<file path="src/rtl/core/bti_pkg.sv">
// ----------------------------------------------------------------------------
// bti_pkg
// Shared types and codes for the bgra tint / premultiply / luma alpha pipeline.
// ----------------------------------------------------------------------------
package bti_pkg;

  // configuration register indexes
  typedef enum logic [2:0] {
    CFG_TINT_ENABLE     = 3'd0,
    CFG_TINT_RED        = 3'd1,
    CFG_TINT_GREEN      = 3'd2,
    CFG_TINT_BLUE       = 3'd3,
    CFG_TRANSFORM_MODE  = 3'd4,
    CFG_ALPHA_FROM_LUMA = 3'd5
  } cfg_idx_e;

  // colour transform codes
  typedef enum logic [1:0] {
    XF_NONE    = 2'd0,
    XF_PREMUL  = 2'd1,
    XF_SQUARE  = 2'd2
  } xform_e;

  localparam int unsigned CfgIdxW  = 3;
  localparam int unsigned CfgDataW = 16;

  // unity gain in q4.12
  localparam logic signed [15:0] GainUnity = 16'sd4096;

  // reciprocal of 255 for 16-bit dividends: x / 255 == (x * 0x8081) >> 23
  localparam logic [15:0] Recip255 = 16'h8081;
  localparam int unsigned Recip255Shift = 23;

  typedef struct packed {
    logic               tint_en;
    logic signed [15:0] gain_r;
    logic signed [15:0] gain_g;
    logic signed [15:0] gain_b;
    logic [1:0]         mode;
    logic               alpha_luma;
  } cfg_t;

  // raw pixel
  typedef struct packed {
    logic [7:0] b;
    logic [7:0] g;
    logic [7:0] r;
    logic [7:0] a;
    logic       last;
  } pix_t;

  // after tint multiply
  typedef struct packed {
    logic signed [23:0] pb;
    logic signed [23:0] pg;
    logic signed [23:0] pr;
    logic [7:0]         a;
    logic               last;
  } tint_t;

  // after transform multiply
  typedef struct packed {
    logic [15:0] pb;
    logic [15:0] pg;
    logic [15:0] pr;
    logic [7:0]  a;
    logic        last;
  } xform_t;

endpackage

</file>
<file path="src/rtl/core/bti_pix_if.sv">
// ----------------------------------------------------------------------------
// bti_in_if / bti_out_if
// Valid/ready pixel channels for the input and result sides.
// ----------------------------------------------------------------------------
interface bti_in_if;
  logic       valid;
  logic       ready;
  logic [7:0] in_blue;
  logic [7:0] in_green;
  logic [7:0] in_red;
  logic [7:0] in_alpha;
  logic       in_last;

  modport source (output valid, in_blue, in_green, in_red, in_alpha, in_last,
                  input ready);
  modport sink   (input valid, in_blue, in_green, in_red, in_alpha, in_last,
                  output ready);
endinterface

interface bti_out_if;
  logic       valid;
  logic       ready;
  logic [7:0] out_blue;
  logic [7:0] out_green;
  logic [7:0] out_red;
  logic [7:0] out_alpha;
  logic       out_last;

  modport source (output valid, out_blue, out_green, out_red, out_alpha, out_last,
                  input ready);
  modport sink   (input valid, out_blue, out_green, out_red, out_alpha, out_last,
                  output ready);
endinterface

</file>
<file path="src/rtl/core/bti_tint_stage.sv">
// ----------------------------------------------------------------------------
// bti_tint_stage
// Stage 1: signed q4.12 gain multiply per colour channel.
// ----------------------------------------------------------------------------
module bti_tint_stage
  import bti_pkg::*;
(
  input  logic  clk_i,
  input  logic  rst_ni,
  input  cfg_t  cfg_i,
  input  logic  valid_i,
  output logic  ready_o,
  input  pix_t  pix_i,
  output logic  valid_o,
  input  logic  ready_i,
  output tint_t tint_o
);

  logic               valid_q;
  tint_t              tint_q, tint_d;
  logic signed [15:0] gb, gg, gr;
  logic signed [23:0] mb, mg, mr;

  // bypass uses unity gain so the clamp later returns the channel as is
  assign gb = cfg_i.tint_en ? cfg_i.gain_b : GainUnity;
  assign gg = cfg_i.tint_en ? cfg_i.gain_g : GainUnity;
  assign gr = cfg_i.tint_en ? cfg_i.gain_r : GainUnity;

  // a byte times a 16-bit signed gain always fits in 24 signed bits
  assign mb = $signed({1'b0, pix_i.b}) * gb;
  assign mg = $signed({1'b0, pix_i.g}) * gg;
  assign mr = $signed({1'b0, pix_i.r}) * gr;

  always_comb begin
    tint_d.pb   = mb;
    tint_d.pg   = mg;
    tint_d.pr   = mr;
    tint_d.a    = pix_i.a;
    tint_d.last = pix_i.last;
  end

  assign ready_o = !valid_q || ready_i;

  // stage register
  always_ff @(posedge clk_i or negedge rst_ni) begin
    if (!rst_ni) begin
      valid_q <= 1'b0;
    end else if (ready_o) begin
      valid_q <= valid_i;
    end
  end

  always_ff @(posedge clk_i) begin
    if (ready_o && valid_i) begin
      tint_q <= tint_d;
    end
  end

  assign valid_o = valid_q;
  assign tint_o  = tint_q;

endmodule

</file>
<file path="src/rtl/core/bti_xform_stage.sv">
// ----------------------------------------------------------------------------
// bti_xform_stage
// Stage 2: clamp tinted channels to a byte, then premultiply, square or scale by 255.
// ----------------------------------------------------------------------------
module bti_xform_stage
  import bti_pkg::*;
(
  input  logic   clk_i,
  input  logic   rst_ni,
  input  cfg_t   cfg_i,
  input  logic   valid_i,
  output logic   ready_o,
  input  tint_t  tint_i,
  output logic   valid_o,
  input  logic   ready_i,
  output xform_t xform_o
);

  logic       valid_q;
  xform_t     xform_q, xform_d;
  logic [7:0] cb, cg, cr;
  logic [7:0] fb, fg, fr;

  // negative gives zero, otherwise floor and saturate at 255
  function automatic logic [7:0] clamp_byte(input logic signed [23:0] p);
    logic [7:0] res;
    if (p[23]) begin
      res = 8'd0;
    end else if (|p[22:20]) begin
      res = 8'd255;
    end else begin
      res = p[19:12];
    end
    return res;
  endfunction

  assign cb = clamp_byte(tint_i.pb);
  assign cg = clamp_byte(tint_i.pg);
  assign cr = clamp_byte(tint_i.pr);

  // second factor; no transform multiplies by 255 so the divide is exact
  always_comb begin
    case (xform_e'(cfg_i.mode))
      XF_PREMUL: begin
        fb = tint_i.a;
        fg = tint_i.a;
        fr = tint_i.a;
      end
      XF_SQUARE: begin
        fb = cb;
        fg = cg;
        fr = cr;
      end
      default: begin
        fb = 8'd255;
        fg = 8'd255;
        fr = 8'd255;
      end
    endcase
  end

  always_comb begin
    xform_d.pb   = cb * fb;
    xform_d.pg   = cg * fg;
    xform_d.pr   = cr * fr;
    xform_d.a    = tint_i.a;
    xform_d.last = tint_i.last;
  end

  assign ready_o = !valid_q || ready_i;

  // stage register
  always_ff @(posedge clk_i or negedge rst_ni) begin
    if (!rst_ni) begin
      valid_q <= 1'b0;
    end else if (ready_o) begin
      valid_q <= valid_i;
    end
  end

  always_ff @(posedge clk_i) begin
    if (ready_o && valid_i) begin
      xform_q <= xform_d;
    end
  end

  assign valid_o = valid_q;
  assign xform_o = xform_q;

endmodule

</file>
<file path="src/rtl/core/bti_scale_stage.sv">
// ----------------------------------------------------------------------------
// bti_scale_stage
// Stage 3: floor divide each product by 255 through a reciprocal multiply.
// ----------------------------------------------------------------------------
module bti_scale_stage
  import bti_pkg::*;
(
  input  logic   clk_i,
  input  logic   rst_ni,
  input  logic   valid_i,
  output logic   ready_o,
  input  xform_t xform_i,
  output logic   valid_o,
  input  logic   ready_i,
  output pix_t   pix_o
);

  logic        valid_q;
  pix_t        pix_q, pix_d;
  logic [31:0] qb, qg, qr;

  assign qb = xform_i.pb * Recip255;
  assign qg = xform_i.pg * Recip255;
  assign qr = xform_i.pr * Recip255;

  always_comb begin
    pix_d.b    = qb[Recip255Shift +: 8];
    pix_d.g    = qg[Recip255Shift +: 8];
    pix_d.r    = qr[Recip255Shift +: 8];
    pix_d.a    = xform_i.a;
    pix_d.last = xform_i.last;
  end

  assign ready_o = !valid_q || ready_i;

  // stage register
  always_ff @(posedge clk_i or negedge rst_ni) begin
    if (!rst_ni) begin
      valid_q <= 1'b0;
    end else if (ready_o) begin
      valid_q <= valid_i;
    end
  end

  always_ff @(posedge clk_i) begin
    if (ready_o && valid_i) begin
      pix_q <= pix_d;
    end
  end

  assign valid_o = valid_q;
  assign pix_o   = pix_q;

endmodule

</file>
<file path="src/rtl/core/bti_out_stage.sv">
// ----------------------------------------------------------------------------
// bti_out_stage
// Stage 4: optional alpha from the largest colour, output register.
// ----------------------------------------------------------------------------
module bti_out_stage
  import bti_pkg::*;
(
  input  logic clk_i,
  input  logic rst_ni,
  input  cfg_t cfg_i,
  input  logic valid_i,
  output logic ready_o,
  input  pix_t pix_i,
  bti_out_if.source pix_o
);

  logic       valid_q;
  pix_t       pix_q, pix_d;
  logic [7:0] max_bg, max_all;

  // largest of the three colours
  assign max_bg  = (pix_i.b > pix_i.g) ? pix_i.b : pix_i.g;
  assign max_all = (pix_i.r > max_bg) ? pix_i.r : max_bg;

  always_comb begin
    pix_d   = pix_i;
    pix_d.a = cfg_i.alpha_luma ? max_all : pix_i.a;
  end

  assign ready_o = !valid_q || pix_o.ready;

  // output register
  always_ff @(posedge clk_i or negedge rst_ni) begin
    if (!rst_ni) begin
      valid_q <= 1'b0;
    end else if (ready_o) begin
      valid_q <= valid_i;
    end
  end

  always_ff @(posedge clk_i) begin
    if (ready_o && valid_i) begin
      pix_q <= pix_d;
    end
  end

  assign pix_o.valid     = valid_q;
  assign pix_o.out_blue  = pix_q.b;
  assign pix_o.out_green = pix_q.g;
  assign pix_o.out_red   = pix_q.r;
  assign pix_o.out_alpha = pix_q.a;
  assign pix_o.out_last  = pix_q.last;

endmodule

</file>
<file path="src/rtl/core/bgra_tint_premultiply_luma_alpha_top.sv">
// ----------------------------------------------------------------------------
// bgra_tint_premultiply_luma_alpha_top
// Per-pixel bgra tint, premultiply or square, and alpha from largest colour.
//
//   channel   dir   carries
//   pix_i     in    in_blue, in_green, in_red, in_alpha, in_last (valid/ready)
//   pix_o     out   out_blue, out_green, out_red, out_alpha, out_last
//   cfg_*     in    register index and 16-bit data, written on cfg_we_i
//
// One pixel per clock sustained while pix_o is ready; four register stages (tint
// multiply, clamp and transform multiply, divide by 255, alpha select), and
// each item passes through them in that order.
// Each stage holds while the one after it is full and stalled.
// Reset clears all valid bits and loads the register defaults (unity gains).
// ----------------------------------------------------------------------------
module bgra_tint_premultiply_luma_alpha_top
  import bti_pkg::*;
(
  input  logic                clk_i,
  input  logic                rst_ni,
  input  logic                cfg_we_i,
  input  logic [CfgIdxW-1:0]  cfg_idx_i,
  input  logic [CfgDataW-1:0] cfg_data_i,
  bti_in_if.sink              pix_i,
  bti_out_if.source           pix_o
);

  cfg_t   cfg_q;
  pix_t   in_pix;
  logic   v1, r1, v2, r2, v3, r3;
  tint_t  tint_s;
  xform_t xform_s;
  pix_t   scale_s;

  // configuration registers
  always_ff @(posedge clk_i or negedge rst_ni) begin
    if (!rst_ni) begin
      cfg_q.tint_en    <= 1'b0;
      cfg_q.gain_r     <= GainUnity;
      cfg_q.gain_g     <= GainUnity;
      cfg_q.gain_b     <= GainUnity;
      cfg_q.mode       <= XF_NONE;
      cfg_q.alpha_luma <= 1'b0;
    end else if (cfg_we_i) begin
      case (cfg_idx_e'(cfg_idx_i))
        CFG_TINT_ENABLE:     cfg_q.tint_en    <= cfg_data_i[0];
        CFG_TINT_RED:        cfg_q.gain_r     <= cfg_data_i;
        CFG_TINT_GREEN:      cfg_q.gain_g     <= cfg_data_i;
        CFG_TINT_BLUE:       cfg_q.gain_b     <= cfg_data_i;
        CFG_TRANSFORM_MODE:  cfg_q.mode       <= cfg_data_i[1:0];
        CFG_ALPHA_FROM_LUMA: cfg_q.alpha_luma <= cfg_data_i[0];
        default: ;
      endcase
    end
  end

  // input item
  always_comb begin
    in_pix.b    = pix_i.in_blue;
    in_pix.g    = pix_i.in_green;
    in_pix.r    = pix_i.in_red;
    in_pix.a    = pix_i.in_alpha;
    in_pix.last = pix_i.in_last;
  end

  bti_tint_stage u_tint (
    .clk_i   (clk_i),
    .rst_ni  (rst_ni),
    .cfg_i   (cfg_q),
    .valid_i (pix_i.valid),
    .ready_o (pix_i.ready),
    .pix_i   (in_pix),
    .valid_o (v1),
    .ready_i (r1),
    .tint_o  (tint_s)
  );

  bti_xform_stage u_xform (
    .clk_i   (clk_i),
    .rst_ni  (rst_ni),
    .cfg_i   (cfg_q),
    .valid_i (v1),
    .ready_o (r1),
    .tint_i  (tint_s),
    .valid_o (v2),
    .ready_i (r2),
    .xform_o (xform_s)
  );

  bti_scale_stage u_scale (
    .clk_i   (clk_i),
    .rst_ni  (rst_ni),
    .valid_i (v2),
    .ready_o (r2),
    .xform_i (xform_s),
    .valid_o (v3),
    .ready_i (r3),
    .pix_o   (scale_s)
  );

  bti_out_stage u_out (
    .clk_i   (clk_i),
    .rst_ni  (rst_ni),
    .cfg_i   (cfg_q),
    .valid_i (v3),
    .ready_o (r3),
    .pix_i   (scale_s),
    .pix_o   (pix_o)
  );

endmodule
</file>
<file path="src/flat_wrapper.sv">
// flat-port wrapper written by rule: the top's interface ports become plain ports
module bgra_tint_premultiply_luma_alpha_top_flat import bti_pkg::*;
  (clk_i, rst_ni, cfg_we_i, cfg_idx_i, cfg_data_i, pix_i_valid, pix_i_in_blue, pix_i_in_green, pix_i_in_red, pix_i_in_alpha, pix_i_in_last, pix_i_ready, pix_o_valid, pix_o_out_blue, pix_o_out_green, pix_o_out_red, pix_o_out_alpha, pix_o_out_last, pix_o_ready);
  bti_in_if pix_i_i ();
  bti_out_if pix_o_i ();
  input  logic clk_i;
  input  logic rst_ni;
  input  logic cfg_we_i;
  input  logic [CfgIdxW-1:0] cfg_idx_i;
  input  logic [CfgDataW-1:0] cfg_data_i;
  input wire logic [$bits(pix_i_i.valid)-1:0] pix_i_valid;
  input wire logic [$bits(pix_i_i.in_blue)-1:0] pix_i_in_blue;
  input wire logic [$bits(pix_i_i.in_green)-1:0] pix_i_in_green;
  input wire logic [$bits(pix_i_i.in_red)-1:0] pix_i_in_red;
  input wire logic [$bits(pix_i_i.in_alpha)-1:0] pix_i_in_alpha;
  input wire logic [$bits(pix_i_i.in_last)-1:0] pix_i_in_last;
  output wire logic [$bits(pix_i_i.ready)-1:0] pix_i_ready;
  output wire logic [$bits(pix_o_i.valid)-1:0] pix_o_valid;
  output wire logic [$bits(pix_o_i.out_blue)-1:0] pix_o_out_blue;
  output wire logic [$bits(pix_o_i.out_green)-1:0] pix_o_out_green;
  output wire logic [$bits(pix_o_i.out_red)-1:0] pix_o_out_red;
  output wire logic [$bits(pix_o_i.out_alpha)-1:0] pix_o_out_alpha;
  output wire logic [$bits(pix_o_i.out_last)-1:0] pix_o_out_last;
  input wire logic [$bits(pix_o_i.ready)-1:0] pix_o_ready;
  assign pix_i_i.valid = pix_i_valid;
  assign pix_i_i.in_blue = pix_i_in_blue;
  assign pix_i_i.in_green = pix_i_in_green;
  assign pix_i_i.in_red = pix_i_in_red;
  assign pix_i_i.in_alpha = pix_i_in_alpha;
  assign pix_i_i.in_last = pix_i_in_last;
  assign pix_i_ready = pix_i_i.ready;
  assign pix_o_valid = pix_o_i.valid;
  assign pix_o_out_blue = pix_o_i.out_blue;
  assign pix_o_out_green = pix_o_i.out_green;
  assign pix_o_out_red = pix_o_i.out_red;
  assign pix_o_out_alpha = pix_o_i.out_alpha;
  assign pix_o_out_last = pix_o_i.out_last;
  assign pix_o_i.ready = pix_o_ready;
  bgra_tint_premultiply_luma_alpha_top u_core (.clk_i(clk_i), .rst_ni(rst_ni), .cfg_we_i(cfg_we_i), .cfg_idx_i(cfg_idx_i), .cfg_data_i(cfg_data_i), .pix_i(pix_i_i), .pix_o(pix_o_i));
endmodule
</file>
<file path="config.mk">
export PLATFORM = sky130hd
export DESIGN_NAME = bgra_tint_premultiply_luma_alpha_top_flat
export DESIGN_NICKNAME = d
export VERILOG_FILES = /design/src/rtl/core/bti_pkg.sv /design/src/rtl/core/bti_pix_if.sv /design/src/rtl/core/bti_tint_stage.sv /design/src/rtl/core/bti_xform_stage.sv /design/src/rtl/core/bti_scale_stage.sv /design/src/rtl/core/bti_out_stage.sv /design/src/rtl/core/bgra_tint_premultiply_luma_alpha_top.sv /design/src/flat_wrapper.sv
export SDC_FILE = /design/constraint.sdc
export NUM_CORES = 2
export LEC_CHECK = 0
export BUFFER_PORTS_ARGS = -buffer_cell sky130_fd_sc_hd__buf_2
export CAP_MARGIN = 20
export CELL_PAD_IN_SITES_DETAIL_PLACEMENT = 1
export CELL_PAD_IN_SITES_GLOBAL_PLACEMENT = 2
export CORE_ASPECT_RATIO = 1.75
export CORE_MARGIN = 8
export CORE_UTILIZATION = 43
export DETAILED_ROUTE_END_ITERATION = 8
export PLACE_DENSITY_LB_ADDON = 0.1
export SETUP_SLACK_MARGIN = 0.15
export SYNTH_ARGS = -nofsm -noshare
export SYNTH_HDL_FRONTEND = slang
export SYNTH_SLANG_ARGS = --single-unit
</file>
<file path="constraint.sdc">
create_clock -name clk_i -period 7.7 [get_ports clk_i]
set_input_delay 0 -clock clk_i [delete_from_list [all_inputs] [get_ports clk_i]]
set_output_delay 0 -clock clk_i [all_outputs]
set_load 0.03 [all_outputs]
</file>
# Word level (Yosys, flattened, before mapping)
# Cells that the tools add are included.
# totals
reg_bits	260
in_bits	57
elab_cells	85
# op_classes
multipliers	9
order_cmp	2
eq_ne	7
n_mux	15
reduce_logical	22
# ops
operator	n
$mul 16x16->31 const B	3
$mul 9x16->24	3
$mux 8	9
$mul 8x8->16	3
$mux 16	3
$pmux 8 s2	3
$gt 8x8->1	2
$reduce_and 2->1	6
$reduce_or 3->1	3
$eq 3x2->1 const B	2
$eq 3x3->1 const B	2
$logic_and 1x1->1	4
$logic_not 1->1	4
$logic_or 1x1->1	4
$eq 3x1->1 const B	1
$logic_not 3->1	1
$eq 2x1->1 const B	1
$eq 2x2->1 const B	1

# Logic depth before layout (Yosys ltp)
# logic_depth
depth_word	6
mapped_depth	22
depth_no_buf	21

# By module
# A second synthesis with hierarchy kept.
# unflattened
cells_unflattened	3384
area_unflattened_um2	33544.7
# by_module_without_submodules
module	n_inst	cells_per_inst	area_per_inst_um2	seq_area_each_um2
bti_tint_stage	1	1816	16462.0	2457.4
bti_xform_stage	1	914	8615.8	1736.7
bti_scale_stage	1	419	4672.0	1016.0
bgra_tint_premultiply_luma_alpha_top	1	115	2109.5	1305.0
bti_out_stage	1	120	1685.4	1016.0

# Least setup slack after synthesis
# OpenSTA, ideal clock, no wires.
# synth_timing
kind	register to register
from	reg u_core.u_tint.tint_q (netlist bit u_core.u_tint.tint_o[79])
to	reg u_core.u_xform.xform_q (netlist bit u_core.u_xform.xform_o[55]) (data pin)
setup_ns	0.257
arrival_time_ns	5.319
required_time_ns	7.443
setup_slack_ns	2.124
stages_incl_launch_ff	21
n_path_buf	1
cell_sequence	edfxtp_1 -> or3_1 -> clkbuf_1 -> o21bai_1 -> inv_1 -> a21oi_1 -> nor2_1 -> fa_1 -> inv_1 -> fa_1 -> inv_1 -> fa_1 -> inv_1 -> fa_1 -> inv_1 -> ha_1 -> a21boi_1 -> o311a_1 -> or3_1 -> o311a_1 -> xor2_1
# synth_rtl
item	line_no	rtl
start, declared	bti_tint_stage.sv:20	tint_t tint_q, tint_d;
start signal, assigned	bti_tint_stage.sv:55	tint_q <= tint_d;
end signal, assigned	bti_xform_stage.sv:83	xform_q <= xform_d;
end, declared	bti_xform_stage.sv:20	xform_t xform_q, xform_d;

==> impl_metrics.json <==
{
  "drive_gt1_share_pct": 7.70,
  "first_iter_violations": 642,
  "yosys.area.top_type_share_pct": 27.0,
  "crit_required_ps": 8010,
  "synth_cells": 2957,
  "drtPass1Iterations": 5,
  "rsz0062_at_grt": "no",
  "synth_top_cells_by_area": "fa_1 27%, ha_1 19%, edfxtp_1 17%, inv_1 7.0%, and3_1 4.6%",
  "setup-violations-final": 0,
  "antenna_left": 0,
  "finClkSkew_ps": 16.7,
  "dp_hpwl_um": 66100,
  "place.gp.congestion": 0.878,
  "drt-total-wl_um": 78800,
  "cts_buffer_depth": 3,
  "path_clk_slew_ps": 70,
  "ys_types": 68,
  "fin_area_sq_um": 32600,
  "wl_per_cell_um": 19.9,
  "layout_common_cells": "564 x inv_1, 447 x ha_1, 405 x fa_1",
  "post_cts_buffers": 0,
  "final_nets": 3941,
  "tightestPinTransition_ps": 841,
  "worst-path-buf-inv": 5,
  "status": "finished, final reports clean",
  "antenna_cells": 0,
  "grt_pass1_wl_um": 129000,
  "fmax_mhz": 159,
  "cp.depth": 19,
  "final_common_cell": "inv_1",
  "synthToLayoutAreaGrowth_pct": 8.45,
  "final_max_slew_viol_count": 0,
  "fillCellCount": 7659,
  "crit_slowest_cell": "o21bai_1",
  "synth-edff-count": 168,
  "drv_cap": 0,
  "relSlewSlack_pct": 43.5,
  "post-route-min-period_ps": 6300,
  "grt_max_degree": 113,
  "crit_chain": "or3_1, o21bai_1, inv_1, a21oi_1, nor2_1, fa_1, inv_1, fa_1, inv_1, fa_1, inv_1, fa_1, inv_1, ha_1, a21boi_1, o311a_1, or3_1, o311a_1, xor2_1",
  "crit_type": "flop to flop",
  "critPathArrivalTime_ps": 6610,
  "syn_avg_cell_area_sq_um": 10.2,
  "htreeDepth": 1,
  "async_flop_share_pct": 25.0,
  "viasPerCell": 5.35,
  "cp-end-kind": "flop",
  "setup_tns_ps": 0,
  "io_pins": 92,
  "cts_tree": "done",
  "crit_path_frequent_cell": "inv_1",
  "critical-path-max-stage-delay_ps": 680,
  "die_w_um": 216,
  "yosys_most_used_dff": "edfxtp_1",
  "die_area_sq_um": 79000,
  "seq_area_frac_synth_pct": 21.5,
  "grt.overflow.total": 0,
  "critPathLaunchType": "flop",
  "path_delay_family": "adder cells",
  "io_buffer_count": 91,
  "rows": 128,
  "track_usage_pct": 20.2,
  "synth_fp_nets": 3866,
  "yosysWarnings": 0,
  "fp.coreArea_sq_um": 69300,
  "rr_worst_depth": 19,
  "hold_class": "primary input to async pin",
  "hold_violations": 0,
  "insertion_delay_ps": 560,
  "cts_sinks": 224,
  "grt_pass1_vias": 24800,
  "yosysTopAreaCell": "fa_1",
  "synth_area_sq_um": 30100,
  "die_h_um": 366,
  "cts_buffers": 25,
  "vias": 21200,
  "ys_seq_elements": 224,
  "period_share_pct": 81.9,
  "cts_root_buf": "clkbuf_16",
  "crit_fanout": 9,
  "dpl-instance-area_sq_um": 31500,
  "route.detailed.drc": 0,
  "start_util_pct": 43.3,
  "antenna_found_initial": 0
}
[worst register-to-register path: cells and delay by family (launching register included)]
| kind | cells | cell delay, ps |
|---|---|---|
| DFF | 1 | 350 |
| and+or+nand+nor | 3 | 1030 |
| AOI/OAI and AO/OA | 5 | 1930 |
| adders and majority gates | 5 | 2320 |
| xor gates and xnor gates | 1 | 150 |
| buffers and inverters | 5 | 290 |
[cells in the mapped netlist (3+ instances only)]
master and count:
clkbuf_1 80, o21bai_1 21, a21o_1 35, a41oi_1 3, or3_1 9, a31oi_1 7
nand3_1 156, ha_1 447, xnor2_1 80, fa_1 405, nor2b_1 15, xor2_1 23
edfxtp_1 168, o211ai_1 3, o21a_1 12, nor3_1 21, or2_2 15, o31a_1 4
mux2i_1 14, nand2b_1 48, nand4_1 14, mux2_2 59, a21boi_0 5, dfstp_2 3
o21ai_1 4, a21oi_1 81, buf_1 11, inv_1 564, a211oi_1 4, nand4bb_1 3
nor2_1 219, nand2_1 57, dfrtp_1 53, and3_1 221, o21ai_0 28, and2_1 24
[worst paths after layout]
| check | start | end | slack (ps) |
|---|---|---|---|
| min reg2reg | u_core.u_xform.xform_o[2]$_DFFE_PP_ | u_core.u_scale.pix_o[2]$_DFFE_PP_ | 420 |
| min in group clk_i | pix_i_in_alpha[6] | u_core.u_tint.tint_o[7]$_DFFE_PP_ | 200 |
| max reg2reg | u_core.u_tint.tint_o[79]$_DFFE_PP_ | u_core.u_xform.xform_o[55]$_DFFE_PP_ | 1400 |
| max | u_core.u_tint.tint_o[79]$_DFFE_PP_ | u_core.u_xform.xform_o[55]$_DFFE_PP_ | 1400 |
| min | rst_ni | u_core.u_tint.valid_o$_DFFE_PN0N_ | 140 |
| max in group asynchronous | rst_ni | u_core.cfg_q[51]$_DFFE_PN0P_ | 6930 |
[repair_timing]
item | in CTS | in global routing
endpoints found under the hold margin | 118 | 0
resized for setup | 0 | 0
hold buffers | 33 | 0
[per-layer routing]
metal	share of wire, %	track usage [%]	wire (um)	vias up
met1	36	19.9	28000	10900
met4	5.0	9.22	3940	0
li1	-	-	-	9859
met3	2.0	1.50	1540	164
met2	57	41.3	45300	323
met5	0	0	0	-
[flip-flops by register name, indices dropped and copies added (netlist names)]
signal,count
u_core.u_xform.valid_o,1
u_core.u_scale.pix_o,33
u_core.u_out.pix_o.out_alpha,8
u_core.u_xform.xform_o,57
u_core.cfg_q,52
u_core.u_out.pix_o.out_green,8
u_core.u_tint.valid_o,1
u_core.u_tint.tint_o,45
u_core.u_out.pix_o.out_blue,8
u_core.u_out.pix_o.out_last,1
u_core.u_scale.valid_o,1
u_core.u_out.pix_o.out_red,8
u_core.u_out.pix_o.valid,1
[final cells by class]
type	instances	area, sq um	area share [%]
clock inverter	20	183	0.560
multi-input combinational	2076	21100	64.9
sequential	224	6450	19.8
inverter	564	2120	6.49
tap	910	1140	3.49
timing repair buffer	141	938	2.88
clock buffer	25	626	1.92
[metrics by stage]
step / cells / util, % / hold WS [ps] / setup slack (ps)
2_1_floorplan: 2957 / - / -296 / 2120
3_3_place_gp: 3882 / 45.4 / 179 / 1590
3_5_place_dp: 3882 / 45.4 / 179 / 1430
4_1_cts: 3960 / 47.0 / 127 / 1410
5_1_grt: 3960 / 47.0 / 188 / 1080
6_report: 3960 / 47.0 / 136 / 1400
[kinds of logic (layout without fill, tap and decap cells)]
kind of cell	count (synthesis)	after routing	share of synthesized area [%]
compound gates	234	234	5.04
xor+xnor	103	103	3.00
fa+ha+maj	852	852	45.6
buf+inv	657	750	8.22
flops	224	224	21.5
mux	74	74	2.71
simple gates	813	813	14.0
Power is left out: the tool's default activity adds up to more than one toggle a clock period on the data nets, which glitch-free logic cannot reach.
